[src/rtl/nau_pkg.sv]
// Shared constants, the job type and the exponential factor table of the activation unit.
package nau_pkg;

  localparam int ROW_MAX = 32;
  localparam int FILL_W  = $clog2(ROW_MAX + 1);
  localparam int ADDR_W  = $clog2(ROW_MAX);
  localparam int EXP_W   = 32;
  localparam int TOTAL_W = 40;
  localparam int QDEPTH  = 4;
  localparam int QPTR_W  = $clog2(QDEPTH);

  localparam logic [1:0] MODE_SIGMOID = 2'd0;
  localparam logic [1:0] MODE_TANH    = 2'd1;
  localparam logic [1:0] MODE_SOFTMAX = 2'd2;
  localparam logic [1:0] MODE_UNDEF   = 2'd3;

  localparam logic [16:0] LOG2E_Q16 = 17'd94548;
  localparam logic [29:0] LN2_Q30   = 30'd744261118;
  localparam logic [30:0] ONE_Q30   = 31'h4000_0000;
  localparam logic [20:0] ONE_Q20   = 21'h10_0000;
  localparam logic [14:0] Q15_MAX   = 15'h7fff;

  // 2^(2^-(k+1)) in Q1.30
  function automatic logic [30:0] root_factor(input logic [2:0] k);
    logic [30:0] f;
    case (k)
      3'd0:    f = 31'd1518500250;
      3'd1:    f = 31'd1276901417;
      3'd2:    f = 31'd1170923762;
      3'd3:    f = 31'd1121280436;
      3'd4:    f = 31'd1097253709;
      3'd5:    f = 31'd1085434108;
      3'd6:    f = 31'd1079572136;
      default: f = 31'd1076653033;
    endcase
    return f;
  endfunction

  typedef struct packed {
    logic [EXP_W-1:0]   num;
    logic [TOTAL_W-1:0] den;
    logic               neg;
    logic               last;
    logic               ovf;
    logic               zero;
  } job_t;

endpackage

[src/rtl/nau_queue.sv]
// Small job queue between the front end and the divider.
module nau_queue import nau_pkg::*; (
  input  logic clk_i,
  input  logic rst_ni,
  input  logic push_i,
  input  job_t data_i,
  output logic full_o,
  input  logic pop_i,
  output job_t data_o,
  output logic empty_o
);

  job_t            mem_q [QDEPTH];
  logic [QPTR_W:0] wptr_q, rptr_q;

  assign empty_o = (wptr_q == rptr_q);
  assign full_o  = (wptr_q[QPTR_W] != rptr_q[QPTR_W]) &&
                   (wptr_q[QPTR_W-1:0] == rptr_q[QPTR_W-1:0]);
  assign data_o  = mem_q[rptr_q[QPTR_W-1:0]];

  always_ff @(posedge clk_i or negedge rst_ni) begin
    if (!rst_ni) begin
      wptr_q <= '0;
      rptr_q <= '0;
    end else begin
      if (push_i && !full_o) begin
        wptr_q <= wptr_q + (QPTR_W+1)'(1);
      end
      if (pop_i && !empty_o) begin
        rptr_q <= rptr_q + (QPTR_W+1)'(1);
      end
    end
  end

  always_ff @(posedge clk_i) begin
    if (push_i && !full_o) begin
      mem_q[wptr_q[QPTR_W-1:0]] <= data_i;
    end
  end

endmodule

[config.mk]
export PLATFORM = sky130hd
export DESIGN_NAME = nau_queue
export DESIGN_NICKNAME = d
export VERILOG_FILES = /design/src/rtl/nau_pkg.sv /design/src/rtl/nau_queue.sv
export SDC_FILE = /design/constraint.sdc
export NUM_CORES = 1
export LEC_CHECK = 0
export BUFFER_PORTS_ARGS = -buffer_cell sky130_fd_sc_hd__buf_2
export CORE_UTILIZATION = 45
export DETAILED_ROUTE_END_ITERATION = 10
export PLACE_DENSITY = 0.67
export SYNTH_ARGS = -nofsm -noshare
export SYNTH_HDL_FRONTEND = slang
export SYNTH_SLANG_ARGS = --single-unit
[constraint.sdc]
create_clock -name clk_i -period 3.8 [get_ports clk_i]
set_input_delay 0.95 -clock clk_i [delete_from_list [all_inputs] [get_ports clk_i]]
set_output_delay 0.95 -clock clk_i [all_outputs]
set_load 0.01 [all_outputs]
# Word level (Yosys, flattened, before mapping)
# Memory sizes are Yosys's and may differ from the RTL's.
# Cells that the tools add are included.
[classes]
n_eq_ne = 3
n_mux = 2
reduce_logical = 5
add_sub_neg = 2
[ops]
columns = ["op", "n"]
rows = [
  ["$add 3x1->3 const B", 2],
  ["$eq 3x3->1", 1],
  ["$logic_and 1x1->1", 3],
  ["$eq 2x2->1", 1],
  ["$logic_not 1->1", 2],
  ["$mux 1", 2],
  ["$ne 1x1->1", 1],
]
[word_totals]
output_inout_bits = 78
ramBits = 304
memories = 1
regBits = 6
[mem_list]
columns = ["memory", "depth", "width", "read_ports", "rd_clocked_by_memory_dff", "wr", "line_no", "source"]
rows = [
  ["mem_q", 4, 76, 1, 0, 1, "nau_queue.sv:13", "job_t mem_q [QDEPTH];"],
]

# Logic depth before layout (Yosys ltp)
[logic_depth]
word_depth = 6
depth_mapped = 5
ltp_nobuf = 5

# Worst setup path after synthesis
# OpenSTA, ideal clock, no wires.
[synth_path]
path_type = "input port to flip-flop"
start = "input port push_i"
end = "memory mem_q[3][0] in the netlist's numbering (enable)"
path_stages = 2
arrival_ns = 3.343
path_buffers = 0
t_required_ns = 3.330
path_slack_ns = -0.013
path_cell_list = "nand2_1 -> a31oi_2"
[synth_via]
elab_chain_len = 3
[synth_lines]
columns = ["element", "line_no", "source"]
rows = [
  ["from (decl)", "nau_queue.sv:5", "input logic push_i,"],
  ["$logic_and 1x1->1", "nau_queue.sv:36", "if (push_i && !full_o) begin"],
  ["$mux 1", "nau_queue.sv:36", ""],
  ["$mux 1 (not written as such)", "nau_queue.sv:37", "mem_q[wptr_q[QPTR_W-1:0]] <= data_i;"],
  ["to (decl)", "nau_queue.sv:13", ""],
]
# No other way between the ends.

# Worst setup path after layout
[layout_path]
start = "register rptr_q[0]"
end = "output port full_o"
[layout_via]
elab_chain_len = 2
[layout_lines]
columns = ["element", "line_no", "source"]
rows = [
  ["from (decl)", "nau_queue.sv:14", "logic [QPTR_W:0] wptr_q, rptr_q;"],
  ["from (signal assigned)", "nau_queue.sv:30", "rptr_q <= rptr_q + (QPTR_W+1)'(1);"],
  ["$eq 2x2->1", "nau_queue.sv:18", "(wptr_q[QPTR_W-1:0] == rptr_q[QPTR_W-1:0]);"],
  ["$logic_and 1x1->1", "nau_queue.sv:17", "assign full_o = (wptr_q[QPTR_W] != rptr_q[QPTR_W]) &&"],
  ["to (decl)", "nau_queue.sv:7", "output logic full_o,"],
]
# No other way between the ends.

==> out/qor.csv <==
metric;value;unit
status;finished clean;
CTS Sinks;310;
die height;161;um
Max Fclk;304;MHz
clock buffer count from CTS;34;
leading area contributor after synthesis;edfxtp_1;
Crit. Startpoint;rptr_q[0];
RSZ-0062 raised after global routing;false;
ys async rst share;1.94;%
layout cells sized above 1;46.4;%
core area;0.0246;mm2
num rows;57;
WL final;20700;um
post-CTS sizing;0;
Worst Reg-to-Reg Cells;4;
CTS Root Cell;clkbuf_16;
Clock Skews;0.0178;ns
die area;0.0260;mm2
setup violators final;0;
Routed wire per std cell;21.0;um
CTS max path bufs;3;
top post-synthesis cells by count;304 x edfxtp_1, 76 x mux4_2, 6 x buf_2, 6 x dfrtp_1;
hold crit path type;input pin to asynchronous set/reset pin;
Syn Nets;531;
leakage;0.00470;uW
die width;161;um
Layout Utilization;56.1;%
post-synthesis register bit count;310;
Worst Tran Pin Value;0.628;ns
setup TNS;0;ns
WS Path Type;flop to output pin;
minimum clock period;3.29;ns
required time worst endpoint;2.85;ns
Slew headroom;58.1;%
max-slew violations;0;
number of I/O port buffers;157;
worst-path fanout max;25;
P per Cell Area;797;mW/mm2
# diodes;0;
startpoint types;flop;
YS warnings;0;
Reg-to-Reg End;mem_q[0][25];
DP HPWL;12600;um
CTS tree;done;
max cap viols;0;
largest net degree at the start of global routing;44;
post-synthesis sequential area ratio;81.3;%
Post-synth EDFFs;304;
drc violations;0;
Arr. time, crit path;2.34;ns
Worst setup endpoint;full_o;
IO Pins;158;
Setup crit end kind;output pin;
library cells used by synthesis;26;
# Post-CTS Setup Buffers;0;
First-pass DRT Iterations;4;
VDD IR max;503;uV
Clk pin slew, worst setup/hold paths;0.06;ns
most frequent cell after synthesis;edfxtp_1;
Clock Latency Late Sink;0.50;ns
Tot GR Track Use;16.5;%
H-Tree Depth;2;
syn avg cell area;25.6;um2
R2R Path Start;rptr_q[1];
Antenna Nets Post-Route;0;
endpoints failing hold;0;
area share of the largest cell type after synthesis;79.9;%
starting density of the core;46.4;%
mapped cell area;0.0114;mm2
synth top area cells;edfxtp_1 80%, mux4_2 15%, dfrtp_1 1.3%;
fin crit share;86.5;%
initial drt markers;268;
routability cong.;0.735;
antenna violations before repair;1;
top_reg_cell synth;edfxtp_1;
first-pass GRT wire length;32200;um
CTS hold repair buffers;0;
Syn Inst Count;446;
gr ovfl total;0;
Final #Nets;720;
area grow syn2layout;20.8;%
reg2reg setup slack;1.18;ns
vias in the first global route;5626;
DR vias;5193;
Vias/cell;5.28;
## cells in the final DEF (no fill, tap or decap), types with 2 or more instances in the layout
| master | n |
|---|---|
| clkbuf_16 | 35 |
| clkbuf_8 | 3 |
| clkinv_2 | 6 |
| xnor2_1 | 5 |
| clkinvlp_4 | 2 |
| xor2_1 | 3 |
| bufinv_16 | 2 |
| dfrtp_4 | 2 |
| dfrtp_1 | 4 |
| mux4_2 | 76 |
| a21oi_1 | 4 |
| buf_4 | 8 |
| clkbuf_1 | 5 |
| ha_1 | 5 |
| and3_4 | 3 |
| buf_12 | 6 |
| edfxtp_1 | 304 |
| a211oi_1 | 2 |
| buf_2 | 157 |
| inv_1 | 4 |
| nand2b_1 | 2 |
| nand3_1 | 2 |
| clkinv_4 | 2 |
| clkinv_1 | 3 |
| inv_6 | 2 |
| o31ai_1 | 4 |
## through the flow
stage	power (uW)	setup WS (ns)	cell area, um2	std cells	hold WS, ns
4_1_cts	11200	0.462	13800	983	0.254
2_1_floorplan	6870	0.582	11400	446	0.515
6_report	11000	0.511	13800	983	0.269
5_1_grt	11500	0.342	13800	983	0.269
3_5_place_dp	8050	0.993	12700	923	0.561
3_3_place_gp	7970	1.01	12700	923	0.537
## worst max-delay path, cell delays in order (launching register included)
cell     delay, ns
dfrtp_4       0.69
xnor2_1       0.59
nand3_1       0.27
inv_1         0.15
buf_2         0.14
## power by group
part           total [uW]  switching (uW)  internal [uW]
sequential           4860             312           4550
clock                3110            1220           1890
combinational        3030            1590           1430
total               11000            3130           7870
## state kept, by name, summed over array words and instances, names as in the netlist
signal	flops
rptr_q	3
mem_q	304
wptr_q	3
## area by class of cell
type	count	area, um2
Clock buffer	43	936
Tap cell	324	405
Inverter	4	15.0
Clock inverter	17	151
Multi-Input combinational cell	114	2040
Sequential cell	310	9290
Timing Repair Buffer	171	966
Fill cell	1836	10800
## kinds of logic (layout without fill, tap and decap cells)
family | Yosys count | count (layout) | share of synthesized area (%)
muxes | 76 | 76 | 15.0
AOI/OAI and AO/OA | 13 | 13 | 0.800
xor gates and xnor gates | 9 | 9 | 0.756
DFF | 310 | 310 | 81.3
and+or+nand+nor | 11 | 11 | 0.526
adders and majority gates | 5 | 5 | 0.548
buffers and inverters | 22 | 235 | 1.12
## worst min path at each step
stage | startpoint | end | slack (ns) | cells after the start
floorplan | wptr_q[2] | wptr_q[2] | 0.52 | 1
global placement | wptr_q[2] | wptr_q[2] | 0.54 | 1
detailed placement | wptr_q[2] | wptr_q[2] | 0.56 | 1
CTS | rst_ni | rptr_q[2] | 0.25 | 1
global route | rst_ni | rptr_q[2] | 0.27 | 1
finish | rst_ni | rptr_q[2] | 0.27 | 1
## routing by layer
metal  vias to the layer above  wire, um  GRT usage [%]
li1                       2302         -              -
met1                      2690      8330           20.5
met2                       158     10700           28.6
met3                        41      1100           3.52
met4                         2       496           5.75
met5                         -        13              0
Power figures use the tool's default switching activity.
