`config.mk`:
```
export PLATFORM = sky130hd
export DESIGN_NAME = nau_back
export DESIGN_NICKNAME = d
export VERILOG_FILES = /design/src/rtl/nau_pkg.sv /design/src/rtl/nau_back.sv
export SDC_FILE = /design/constraint.sdc
export NUM_CORES = 1
export LEC_CHECK = 0
export BUFFER_PORTS_ARGS = -buffer_cell sky130_fd_sc_hd__buf_2
export CAP_MARGIN = 20
export CORE_AREA = 2 2 153 155
export DETAILED_ROUTE_END_ITERATION = 10
export DIE_AREA = 0 0 155 157
export PLACE_DENSITY = 0.74
export SYNTH_ARGS = -nofsm -noshare
export SYNTH_HDL_FRONTEND = slang
export SYNTH_SLANG_ARGS = --single-unit
```
`constraint.sdc`:
```
create_clock -name clk_i -period 18.9 [get_ports clk_i]
set_input_delay 0.945 -clock clk_i [delete_from_list [all_inputs] [get_ports clk_i]]
set_output_delay 0.945 -clock clk_i [all_outputs]
set_load 0.02 [all_outputs]
```
`src/rtl/nau_pkg.sv`:
```
// Shared constants, the job type and the exponential factor table of the activation unit.
package nau_pkg;

  localparam int ROW_MAX = 32;
  localparam int FILL_W  = $clog2(ROW_MAX + 1);
  localparam int ADDR_W  = $clog2(ROW_MAX);
  localparam int EXP_W   = 32;
  localparam int TOTAL_W = 40;
  localparam int QDEPTH  = 4;
  localparam int QPTR_W  = $clog2(QDEPTH);

  localparam logic [1:0] MODE_SIGMOID = 2'd0;
  localparam logic [1:0] MODE_TANH    = 2'd1;
  localparam logic [1:0] MODE_SOFTMAX = 2'd2;
  localparam logic [1:0] MODE_UNDEF   = 2'd3;

  localparam logic [16:0] LOG2E_Q16 = 17'd94548;
  localparam logic [29:0] LN2_Q30   = 30'd744261118;
  localparam logic [30:0] ONE_Q30   = 31'h4000_0000;
  localparam logic [20:0] ONE_Q20   = 21'h10_0000;
  localparam logic [14:0] Q15_MAX   = 15'h7fff;

  // 2^(2^-(k+1)) in Q1.30
  function automatic logic [30:0] root_factor(input logic [2:0] k);
    logic [30:0] f;
    case (k)
      3'd0:    f = 31'd1518500250;
      3'd1:    f = 31'd1276901417;
      3'd2:    f = 31'd1170923762;
      3'd3:    f = 31'd1121280436;
      3'd4:    f = 31'd1097253709;
      3'd5:    f = 31'd1085434108;
      3'd6:    f = 31'd1079572136;
      default: f = 31'd1076653033;
    endcase
    return f;
  endfunction

  typedef struct packed {
    logic [EXP_W-1:0]   num;
    logic [TOTAL_W-1:0] den;
    logic               neg;
    logic               last;
    logic               ovf;
    logic               zero;
  } job_t;

endpackage

```
`src/rtl/nau_back.sv`:
```
// Back end: restoring divider with saturation and the result output register.
module nau_back import nau_pkg::*; (
  input  logic               clk_i,
  input  logic               rst_ni,
  input  job_t               job_i,
  input  logic               job_empty_i,
  output logic               job_pop_o,
  output logic signed [15:0] activation_o,
  output logic               last_of_run_o,
  output logic               row_overflow_o,
  output logic               empty_o,
  input  logic               pop_i
);

  localparam logic [1:0] B_IDLE = 2'd0;
  localparam logic [1:0] B_SAT  = 2'd1;
  localparam logic [1:0] B_DIV  = 2'd2;
  localparam logic [1:0] B_DONE = 2'd3;

  logic [1:0]  state_q, state_d;
  logic [48:0] rem_q, rem_d;
  logic [55:0] dsh_q, dsh_d;
  logic [3:0]  cnt_q, cnt_d;
  logic [14:0] quo_q, quo_d;
  logic        neg_q, neg_d, last_q, last_d, ovf_q, ovf_d;
  logic        ovalid_q, ovalid_d;
  logic [15:0] act_q, act_d;
  logic        olast_q, olast_d, oovf_q, oovf_d;
  logic        ge;
  logic [15:0] mag;

  assign ge  = 56'(rem_q) >= dsh_q;
  assign mag = {1'b0, quo_q};

  always_comb begin
    state_d   = state_q;
    rem_d     = rem_q;
    dsh_d     = dsh_q;
    cnt_d     = cnt_q;
    quo_d     = quo_q;
    neg_d     = neg_q;
    last_d    = last_q;
    ovf_d     = ovf_q;
    ovalid_d  = ovalid_q;
    act_d     = act_q;
    olast_d   = olast_q;
    oovf_d    = oovf_q;
    job_pop_o = 1'b0;
    if (pop_i && ovalid_q) begin
      ovalid_d = 1'b0;
    end
    unique case (state_q)
      B_IDLE: begin
        if (!job_empty_i) begin
          job_pop_o = 1'b1;
          neg_d     = job_i.neg;
          last_d    = job_i.last;
          ovf_d     = job_i.ovf;
          rem_d     = (49'(job_i.num) << 16) + 49'(job_i.den);
          dsh_d     = 56'(job_i.den) << 16;
          quo_d     = '0;
          if (job_i.zero || (job_i.den == '0)) begin
            state_d = B_DONE;
          end else begin
            state_d = B_SAT;
          end
        end
      end
      B_SAT: begin
        if (ge) begin
          quo_d   = Q15_MAX;
          state_d = B_DONE;
        end else begin
          dsh_d   = dsh_q >> 1;
          cnt_d   = 4'd14;
          state_d = B_DIV;
        end
      end
      B_DIV: begin
        if (ge) begin
          rem_d = rem_q - dsh_q[48:0];
        end
        quo_d = {quo_q[13:0], ge};
        dsh_d = dsh_q >> 1;
        cnt_d = cnt_q - 4'd1;
        if (cnt_q == 4'd0) begin
          state_d = B_DONE;
        end
      end
      B_DONE: begin
        if (!ovalid_q || pop_i) begin
          ovalid_d = 1'b1;
          act_d    = neg_q ? -mag : mag;
          olast_d  = last_q;
          oovf_d   = ovf_q;
          state_d  = B_IDLE;
        end
      end
      default: state_d = B_IDLE;
    endcase
  end

  always_ff @(posedge clk_i or negedge rst_ni) begin
    if (!rst_ni) begin
      state_q  <= B_IDLE;
      ovalid_q <= 1'b0;
    end else begin
      state_q  <= state_d;
      ovalid_q <= ovalid_d;
    end
  end

  always_ff @(posedge clk_i) begin
    rem_q   <= rem_d;
    dsh_q   <= dsh_d;
    cnt_q   <= cnt_d;
    quo_q   <= quo_d;
    neg_q   <= neg_d;
    last_q  <= last_d;
    ovf_q   <= ovf_d;
    act_q   <= act_d;
    olast_q <= olast_d;
    oovf_q  <= oovf_d;
  end

  assign empty_o        = !ovalid_q;
  assign activation_o   = act_q;
  assign last_of_run_o  = olast_q;
  assign row_overflow_o = oovf_q;

endmodule

```
* Yosys cells after proc, flatten, opt, wreduce, memory -nomap -nowiden
Cells that the tools add are included.
Operators by class: multiply operators 0, eq/ne operators 9, div/mod/pow operators 0, bitwise logic cells 1, magnitude comparators 1, shifts and indexed selects 0, reduce and logical (&&, ||, !) cells 17, add/sub/neg operators 4, muxes and demuxes 23
Operators with widths (number):
- $pmux 56 s3 | 1
- $mux 56 | 2
- $mux 49 | 2
- $pmux 49 s2 | 1
- $ge 49x56->1 | 1
- $add 48x40->49 | 1
- $sub 49x49->49 | 1
- $mux 15 | 3
- $pmux 15 s3 | 1
- $logic_not 40->1 | 1
- $neg 15->16 | 1
- $ne 2x2->1 const B | 6
- $reduce_and 3->1 | 4
- $mux 2 | 4
- $pmux 2 s4 | 1
- $pmux 4 s2 | 1
- $mux 1 | 6
- $reduce_and 2->1 | 3
- $eq 2x2->1 const B | 2
- $logic_not 4->1 | 1
- $mux 4 | 1
- $reduce_bool 2->1 | 2
- $sub 4x1->4 const B | 1
- $reduce_bool 3->1 | 1
- other kinds (6) | 7
Storage, ports and cells: bits in latches 0, memory bits (read-only) 0, bits in writable memories 0, input port bits 80, logic and storage cells 68, memories kept 0, register bits 148

* Longest topological paths before layout
Gate-level depths: netlist (run 1).
word-level depth 5, gate-level depth with buffers 11, depth with buffers taken out 11

* Worst setup path before layout (run 1)
OpenSTA, ideal clock, no wires.
path kind reg-to-reg, start reg rem_q[0], end reg dsh_q[0] (enable), path slack 12.127 ns, setup time 0.553 ns, arrival time 6.220 ns, path buffers 0, stages on the path, launching flop included 12, path through edfxtp_1 -> inv_1 -> ha_1 -> fa_1 -> nand2b_1 -> a211oi_1 -> o211ai_1 -> nand3_1 -> o21ai_4 -> a21oi_1 -> o21a_1 -> o31ai_1
Between the ends: cells in the longest elaborated chain, start to end 3
RTL lines:
- start: declaration | line nau_back.sv:21 | logic [48:0] rem_q, rem_d;
- start signal: assignment | line nau_back.sv:114 | rem_q <= rem_d;
- $ge 49x56->1 | line nau_back.sv:32 | assign ge = 56'(rem_q) >= dsh_q;
- $ne 2x2->1 (no source line)
- $reduce_and 3->1 (no source line)
- end signal: assignment | line nau_back.sv:115 | dsh_q <= dsh_d;
- end: declaration | line nau_back.sv:22 | logic [55:0] dsh_q, dsh_d;
No other way between the ends. A chain may end at the register's enable or synchronous reset.

* Worst setup path after layout (run 1)
start reg dsh_q[0], end reg rem_q[18] (enable)
Between the ends: cells in the longest elaborated chain, start to end 3
RTL lines (line):
- $ge 49x56->1 | nau_back.sv:32
- $ne 2x2->1 (no source line)
- $reduce_and 3->1 (no source line)
No other way between the ends.

==> results of run 1 <==
-- Yosys cell counts (17+ instances only) --
| master | n |
|---|---|
| mux2_2 | 52 |
| nand4_1 | 30 |
| inv_1 | 74 |
| clkbuf_1 | 25 |
| nor3_1 | 17 |
| nor4_1 | 18 |
| o21ai_0 | 53 |
| xor2_1 | 25 |
| ha_1 | 80 |
| nand3_1 | 24 |
| nand2_1 | 95 |
| a21oi_1 | 71 |
| a21o_1 | 31 |
| o21a_1 | 20 |
| edfxtp_1 | 145 |
| xnor2_1 | 45 |
| nor2_1 | 93 |
| and2_1 | 22 |
-- routing by layer --
| layer | vias up | wire length (um) | track usage |
|---|---|---|---|
| met3 | 60 | 2040 | 0.0520 |
| li1 | 4421 | - | - |
| met5 | - | 0 | 0 |
| met2 | 320 | 13000 | 0.385 |
| met1 | 4229 | 12500 | 0.310 |
| met4 | 0 | 933 | 0.0996 |
-- cells by family (layout without fill, tap and decap cells) --
logic type	count (synthesis)	count (layout)
buffers and inverters	123	211
AND/OR/NAND/NOR	358	358
AO/OA/AOI/OAI	306	306
flip-flops	148	148
adder cells (fa/ha/maj)	82	82
XOR/XNOR	70	70
other	0	1
multiplexers	61	61
-- critical path, cell delays in order, from the launching register on --
cell	delay (ns)
edfxtp_1	0.38
ha_1	0.22
fa_1	0.41
nand2b_1	0.18
a211oi_1	0.43
o211ai_1	0.25
nand3_1	0.23
o21ai_4	0.14
a21oi_1	0.24
o21ai_0	0.19
a31oi_4	0.20
buf_4	0.62
-- flip-flops by register name, indices dropped and copies added (netlist names) --
| register | flops |
|---|---|
| activation_o | 16 |
| cnt_q | 4 |
| dsh_q | 56 |
| last_of_run_o | 1 |
| last_q | 1 |
| neg_q | 1 |
| ovalid_q | 1 |
| ovf_q | 1 |
| quo_q | 15 |
| rem_q | 49 |
| row_overflow_o | 1 |
| state_q | 2 |
-- path summary, 6_finish.rpt --
path                                           endpoint  slack (ns)  cells past startpoint
min in group clk_i              last_of_run_o$_DFFE_PP_        0.42                      0
worst min-delay path             state_q[1]$_DFFE_PN0P_        0.29                      1
max in group asynchronous            ovalid_q$_DFF_PN0_       18.50                      1
worst max-delay path                rem_q[18]$_DFFE_PP_       15.00                     11
worst min register to register  last_of_run_o$_DFFE_PP_        0.42                      0
worst max register to register      rem_q[18]$_DFFE_PP_       15.00                     11
-- cell type report --
type,instances,share of cell area
diodes,1,0.000201
clock buffers,17,0.0341
clock inverters,15,0.0147
multi-input cells,877,0.502
inverters,74,0.0223
repair buffers,105,0.0433
well taps,285,0.0286
flip-flops and latches,148,0.355
-- stage by stage --
stage	util	instance area (um^2)	hold WS, ns	setup WS [ns]
floorplan	-	11200	0.400	12.13
global placement	0.527	11900	0.400	15.23
detailed placement	0.527	11900	0.405	15.09
CTS	0.554	12500	0.283	15.01
global route	0.554	12500	0.281	14.79
finish	0.555	12500	0.293	15.00
-- placed cells by master (no fill, tap or decap), types with 17 or more instances in the layout --
master     instances
edfxtp_1         145
buf_2             99
nand2_1           95
nor2_1            93
ha_1              78
inv_1             74
a21oi_1           71
o21ai_0           53
mux2_2            52
xnor2_1           45
a21o_1            31
nand4_1           30
xor2_1            25
nand3_1           24
and2_1            22
o21a_1            20
nor4_1            18
nor3_1            17
clkbuf_16         17
==> results.sh, run 1 <==
export IMPL_drtAntennaViolNets=0
export IMPL_grtUsageTotal=0.238
export IMPL_wl_per_cell_um=18.7
export IMPL_synthesis_nets=1310
export IMPL_critPathKind="flip-flop to flip-flop"
export IMPL_netlist_area_um2=11200
export IMPL_fin_worst_skew_ns=0.0123
export IMPL_grt_pass1_vias=8787
export IMPL_wirelength_um=28400
export IMPL_regArea_um2=4430
export IMPL_initial_core_util=0.496
export IMPL_ys_flop_type="edfxtp_1"
export IMPL_synth_seq_area_share=0.397
export IMPL_synth_compound_area_frac=0.191
export IMPL_start_kind="flip-flop"
export IMPL_die_h_um=157
export IMPL_dr_pass1_iters=5
export IMPL_dpl_hpwl_um=21100
export IMPL_netlist_top_cells_area="edfxtp_1, ha_1, mux2_2, xnor2_1, nand2_1"
export IMPL_drt_iter0_drc=650
export IMPL_worstPathRequired_ns=18.96
export IMPL_synth_edf_count=145
export IMPL_gr_total_overflow=0
export IMPL_fin_crit_ns=3.90
export IMPL_num_io_pins=100
export IMPL_gp_congestion=0.944
export IMPL_place_inst=1489
export IMPL_fmax_mhz=256
export IMPL_netlist_instances=1148
export IMPL_path_max_fanout=49
export IMPL_crit_start="dsh_q[0]$_SDFFCE_PP0P_"
export IMPL_finalMaxSlewViolations=0
export IMPL_ys_types=81
export IMPL_cts_resized_gates=0
export IMPL_setup_viol=0
export IMPL_worst_pin_slew_ns=0.881
export IMPL_htree_num_levels=4
export IMPL_fill_cells=1981
export IMPL_num_rows=55
export IMPL_synthMuxAreaShare=0.0605
export IMPL_grt_max_degree=76
export IMPL_clockBufferDepth=2
export IMPL_grt_pass1_wl_um=45200
export IMPL_core_um2=22500
export IMPL_synth_top_family_by_area="compound AO/OA/AOI/OAI gates"
export IMPL_synth_simple_area_share=0.158
export IMPL_die_w_um=155
export IMPL_syn_area_per_cell_um2=9.72
export IMPL_status="complete, no violations"
export IMPL_numCtsBuffers=17
export IMPL_io_buffers=99
export IMPL_hold_viol=0
export IMPL_instances_no_fill=1522
export IMPL_nets=1385
export IMPL_synth_seq_cells=148
export IMPL_synthAdderAreaFrac=0.0933
export IMPL_reg2reg_from="dsh_q[0]$_SDFFCE_PP0P_"
export IMPL_clock_sinks=148
export IMPL_ys_warn_count=0
export IMPL_synth_top_area_frac=0.390
export IMPL_min_path_type="input port to asynchronous set/reset pin"
export IMPL_vias=9030
export IMPL_end_kind="flip-flop"
export IMPL_synthArstFlopShare=0.0203
export IMPL_post_cts_buffers=0
export IMPL_drc=0
export IMPL_routed_via_density=5.93
export IMPL_synthXorXnorAreaFrac=0.0549
export IMPL_fin_tns_setup_ns=0
export IMPL_root_buffer="clkbuf_16"
export IMPL_cts_tree="built"
export IMPL_multi_input_area_um2=6260
export IMPL_layout_drive_gt1_share=0.183
export IMPL_antenna_found_initial=1
export IMPL_synth_largest_area_cell="edfxtp_1"
export IMPL_min_period_over_period=0.207
export IMPL_cap_violations=0
export IMPL_area_delta_synth_final_pct=11.8
export IMPL_clock_latency_ns=0.44
export IMPL_dieArea_um2=24300
export IMPL_clkTransAtPathRegs_ns=0.07
export IMPL_cp_arrival_ns=3.97
export IMPL_hold_buffers=0
export IMPL_slew_headroom=0.413
export IMPL_rsz0062_at_grt="false"
Power of run 1 is left out: the tool's default activity adds up to more than one toggle a clock period on the data nets, which glitch-free logic cannot reach.
==> inputs of run 2 (changes only) <==
--- a/config.mk
+++ b/config.mk
@@ -5,12 +5,13 @@
 export SDC_FILE = /design/constraint.sdc
 export NUM_CORES = 1
 export LEC_CHECK = 0
+export ABC_AREA = 1
 export BUFFER_PORTS_ARGS = -buffer_cell sky130_fd_sc_hd__buf_2
 export CAP_MARGIN = 20
-export CORE_AREA = 2 2 153 155
+export CORE_AREA = 2 2 161 163
 export DETAILED_ROUTE_END_ITERATION = 10
-export DIE_AREA = 0 0 155 157
-export PLACE_DENSITY = 0.74
+export DIE_AREA = 0 0 163 165
+export PLACE_DENSITY = 0.76
 export SYNTH_ARGS = -nofsm -noshare
 export SYNTH_HDL_FRONTEND = slang
 export SYNTH_SLANG_ARGS = --single-unit
==> constraint.sdc (replaced) <==
create_clock -name clk_i -period 3.37 [get_ports clk_i]
set_input_delay 0.1685 -clock clk_i [delete_from_list [all_inputs] [get_ports clk_i]]
set_output_delay 0.1685 -clock clk_i [all_outputs]
set_load 0.02 [all_outputs]
==> run 2 against run 1 <==
- cell area grew 12%
- count of clock-buffer cells in the layout rose by 1
- sequential share of layout area decreased by 3.8 points
- routed wire length rose by 39%
==> results.sh, run 2 <==
export IMPL_grt_pass1_vias=11600
export IMPL_power_switching_uw=8530
export IMPL_cts_tree="built"
export IMPL_clkPwrFrac=0.124
export IMPL_min_period_over_period=0.858
export IMPL_routed_via_density=5.49
export IMPL_final_core_utilization=0.558
export IMPL_synth_most_common_cell="nand2_1"
export IMPL_netlist_area_um2=12400
export IMPL_initial_core_util=0.494
export IMPL_dr_pass1_iters=8
export IMPL_wl_per_cell_um=17.8
export IMPL_rsz0062_at_grt="false"
export IMPL_p_comb_frac=0.635
export IMPL_p_per_area_nw_per_um2=1180
export IMPL_synth_seq_cells=148
export IMPL_gr_total_overflow=0
export IMPL_htree_num_levels=4
export IMPL_clock_latency_ns=0.44
export IMPL_gp_congestion=0.979
export IMPL_synth_seq_area_share=0.358
export IMPL_ys_warn_count=0
export IMPL_final_cell_mix="nand2_1, inv_1, nor2_1"
export IMPL_path_max_fanout=49
export IMPL_io_buffers=99
export IMPL_switching_share=0.517
export IMPL_core_um2=25000
export IMPL_netlist_top_cells_area="edfxtp_1, nand2_1, inv_1, ha_1, nor2_1"
export IMPL_ys_types=45
export IMPL_synth_top_area_frac=0.352
export IMPL_clockBufferDepth=2
export IMPL_grt_max_degree=50
export IMPL_root_buffer="clkbuf_16"
export IMPL_fin_tns_setup_ns=0
export IMPL_antenna_found_initial=0
export IMPL_layout_commonest_cell="nand2_1"
export IMPL_power_frac_seq=0.241
export IMPL_fin_worst_skew_ns=0.0130
export IMPL_numCtsBuffers=17
export IMPL_start_kind="flip-flop"
export IMPL_status="complete, no violations"
export IMPL_place_ws_ns=0.561
export IMPL_wirelength_um=39400
export IMPL_setup_viol=0
export IMPL_num_rows=58
export IMPL_vias=12200
export IMPL_area_delta_synth_final_pct=13.0
export IMPL_largest_register="dsh_q"
export IMPL_power_leakage_uw=0.00681
export IMPL_finalWorstSetupSlack_ns=0.480
export IMPL_worstPathRequired_ns=3.47
export IMPL_nets=2038
export IMPL_die_h_um=165
export IMPL_synth_edf_count=145
export IMPL_cp_arrival_ns=2.99
export IMPL_dpl_hpwl_um=32300
export IMPL_end_kind="flip-flop"
export IMPL_cap_violations=0
export IMPL_synthArstFlopShare=0.0203
export IMPL_slew_headroom=0.386
export IMPL_synth_top_cells_by_count="nand2_1, inv_1, nor2_1"
export IMPL_intPower_uw=7960
export IMPL_layout_drive_gt1_share=0.107
export IMPL_worst_pin_slew_ns=0.921
export IMPL_grtUsageTotal=0.298
export IMPL_ys_flop_type="edfxtp_1"
export IMPL_critPathKind="flip-flop to flip-flop"
export IMPL_die_w_um=163
export IMPL_synth_largest_area_cell="edfxtp_1"
export IMPL_largest_reg_flops=56
export IMPL_fin_crit_ns=2.89
export IMPL_insertedDiodeCount=0
export IMPL_ir_worst_vdd_v=0.000541
export IMPL_dieArea_um2=26900
export IMPL_synthesis_nets=1931
export IMPL_fmax_mhz=346
export IMPL_post_cts_buffers=0
export IMPL_num_io_pins=100
export IMPL_grt_pass1_wl_um=60500
export IMPL_finalMaxSlewViolations=0
export IMPL_netlist_instances=1769
export IMPL_syn_area_per_cell_um2=6.99
export IMPL_drt_iter0_drc=1186
export IMPL_drc=0
export IMPL_drtAntennaViolNets=0
export IMPL_cts_resized_gates=0
export IMPL_hold_viol=0
export IMPL_clkTransAtPathRegs_ns=0.07
export IMPL_min_path_type="input port to flip-flop"
export IMPL_clock_sinks=148
==> run 2: cell types whose count changed in the layout (fill, tap and decap cells not counted), moves of 16 or more <==
cell,before,now
o21a_1,20,4
a21oi_1,71,113
nand3_1,24,89
nand2_1,95,492
inv_1,74,321
a21o_1,31,7
o21ai_0,53,121
nand2_2,0,20
nor2_1,93,172
mux2_2,52,0
xnor2_1,45,9
and2_1,22,2
==> run 2: final timing paths <==
check	cells after the start	start	slack, ns	endpoint
min in group asynchronous	2	rst_ni	0.05	ovalid_q$_DFF_PN0_
max reg2reg	14	dsh_q[0]$_SDFFCE_PP0P_	0.48	rem_q[39]$_DFFE_PP_
min	4	pop_i	0.004	ovalid_q$_DFF_PN0_
max	14	dsh_q[0]$_SDFFCE_PP0P_	0.48	rem_q[39]$_DFFE_PP_
max in group asynchronous	2	rst_ni	3.21	state_q[0]$_DFFE_PN0P_
min reg2reg	0	last_q$_DFFE_PP_	0.42	last_of_run_o$_DFFE_PP_
==> run 2: routing by layer <==
| layer | GRT usage | share of wire | up-vias |
|---|---|---|---|
| li1 | - | - | 5979 |
| met1 | 0.386 | 0.43 | 5620 |
| met3 | 0.0492 | 0.072 | 95 |
| met2 | 0.494 | 0.46 | 478 |
| met5 | 0 | 0 | - |
| met4 | 0.133 | 0.043 | 0 |
==> run 2: logic make-up (layout without fill, tap and decap cells) <==
logic type | after synthesis | count (layout) | synth area share
AOI/OAI and AO/OA | 301 | 301 | 0.135
adders and majority gates | 82 | 82 | 0.0842
and+or+nand+nor | 863 | 863 | 0.297
buffers and inverters | 348 | 468 | 0.107
DFF | 148 | 148 | 0.358
xor gates and xnor gates | 27 | 27 | 0.0191
==> run 2: layout make-up <==
type | count | area (um^2)
Multi-Input combinational cell | 1273 | 6640
Tap cell | 330 | 413
Fill cell | 2474 | 11100
Sequential cell | 148 | 4430
Inverter | 322 | 1210
Clock buffer | 18 | 439
Clock inverter | 14 | 190
Timing Repair Buffer | 114 | 643
==> run 2: critical path, stage by stage (launching register included) <==
cell,delay [ns]
edfxtp_1,0.37
ha_1,0.24
fa_1,0.37
inv_1,0.12
nand2_1,0.12
nand2_1,0.09
nand3b_1,0.08
nand2_2,0.13
nand2_1,0.08
nand3_2,0.12
nand2_1,0.07
nand3_2,0.15
nand2_2,0.09
a21oi_4,0.16
buf_12,0.27
==> run 2: what timing repair did <==
action / in CTS / in global routing
hold endpoints to repair: 6 / 0
setup endpoints to repair: 0 / 0
hold buffers: 4 / 0
==> run 2: per-stage QoR <==
step | total power [uW] | hold slack [ns] | cells | instance area (um^2)
after floorplan | 11200 | -0.127 | 1769 | 12400
after global placement | 14000 | -0.0353 | 2183 | 13300
after detailed placement | 14200 | -0.0346 | 2183 | 13300
after CTS | 16300 | 0.00651 | 2219 | 14000
after global routing | 17800 | 0.0415 | 2219 | 14000
final | 16500 | 0.00445 | 2219 | 14000
==> run 2: power groups by stage <==
| stage | combinational (uW) | sequential [uW] | clock, uW |
|---|---|---|---|
| detailed placement | 10200 | 4000 | 0 |
| CTS | 10300 | 3970 | 2060 |
| global route | 11500 | 4070 | 2140 |
| global placement | 10100 | 3960 | 0 |
| finish | 10500 | 3970 | 2050 |
| floorplan | 7240 | 4000 | 0 |
(Power assumes the default switching activity.)
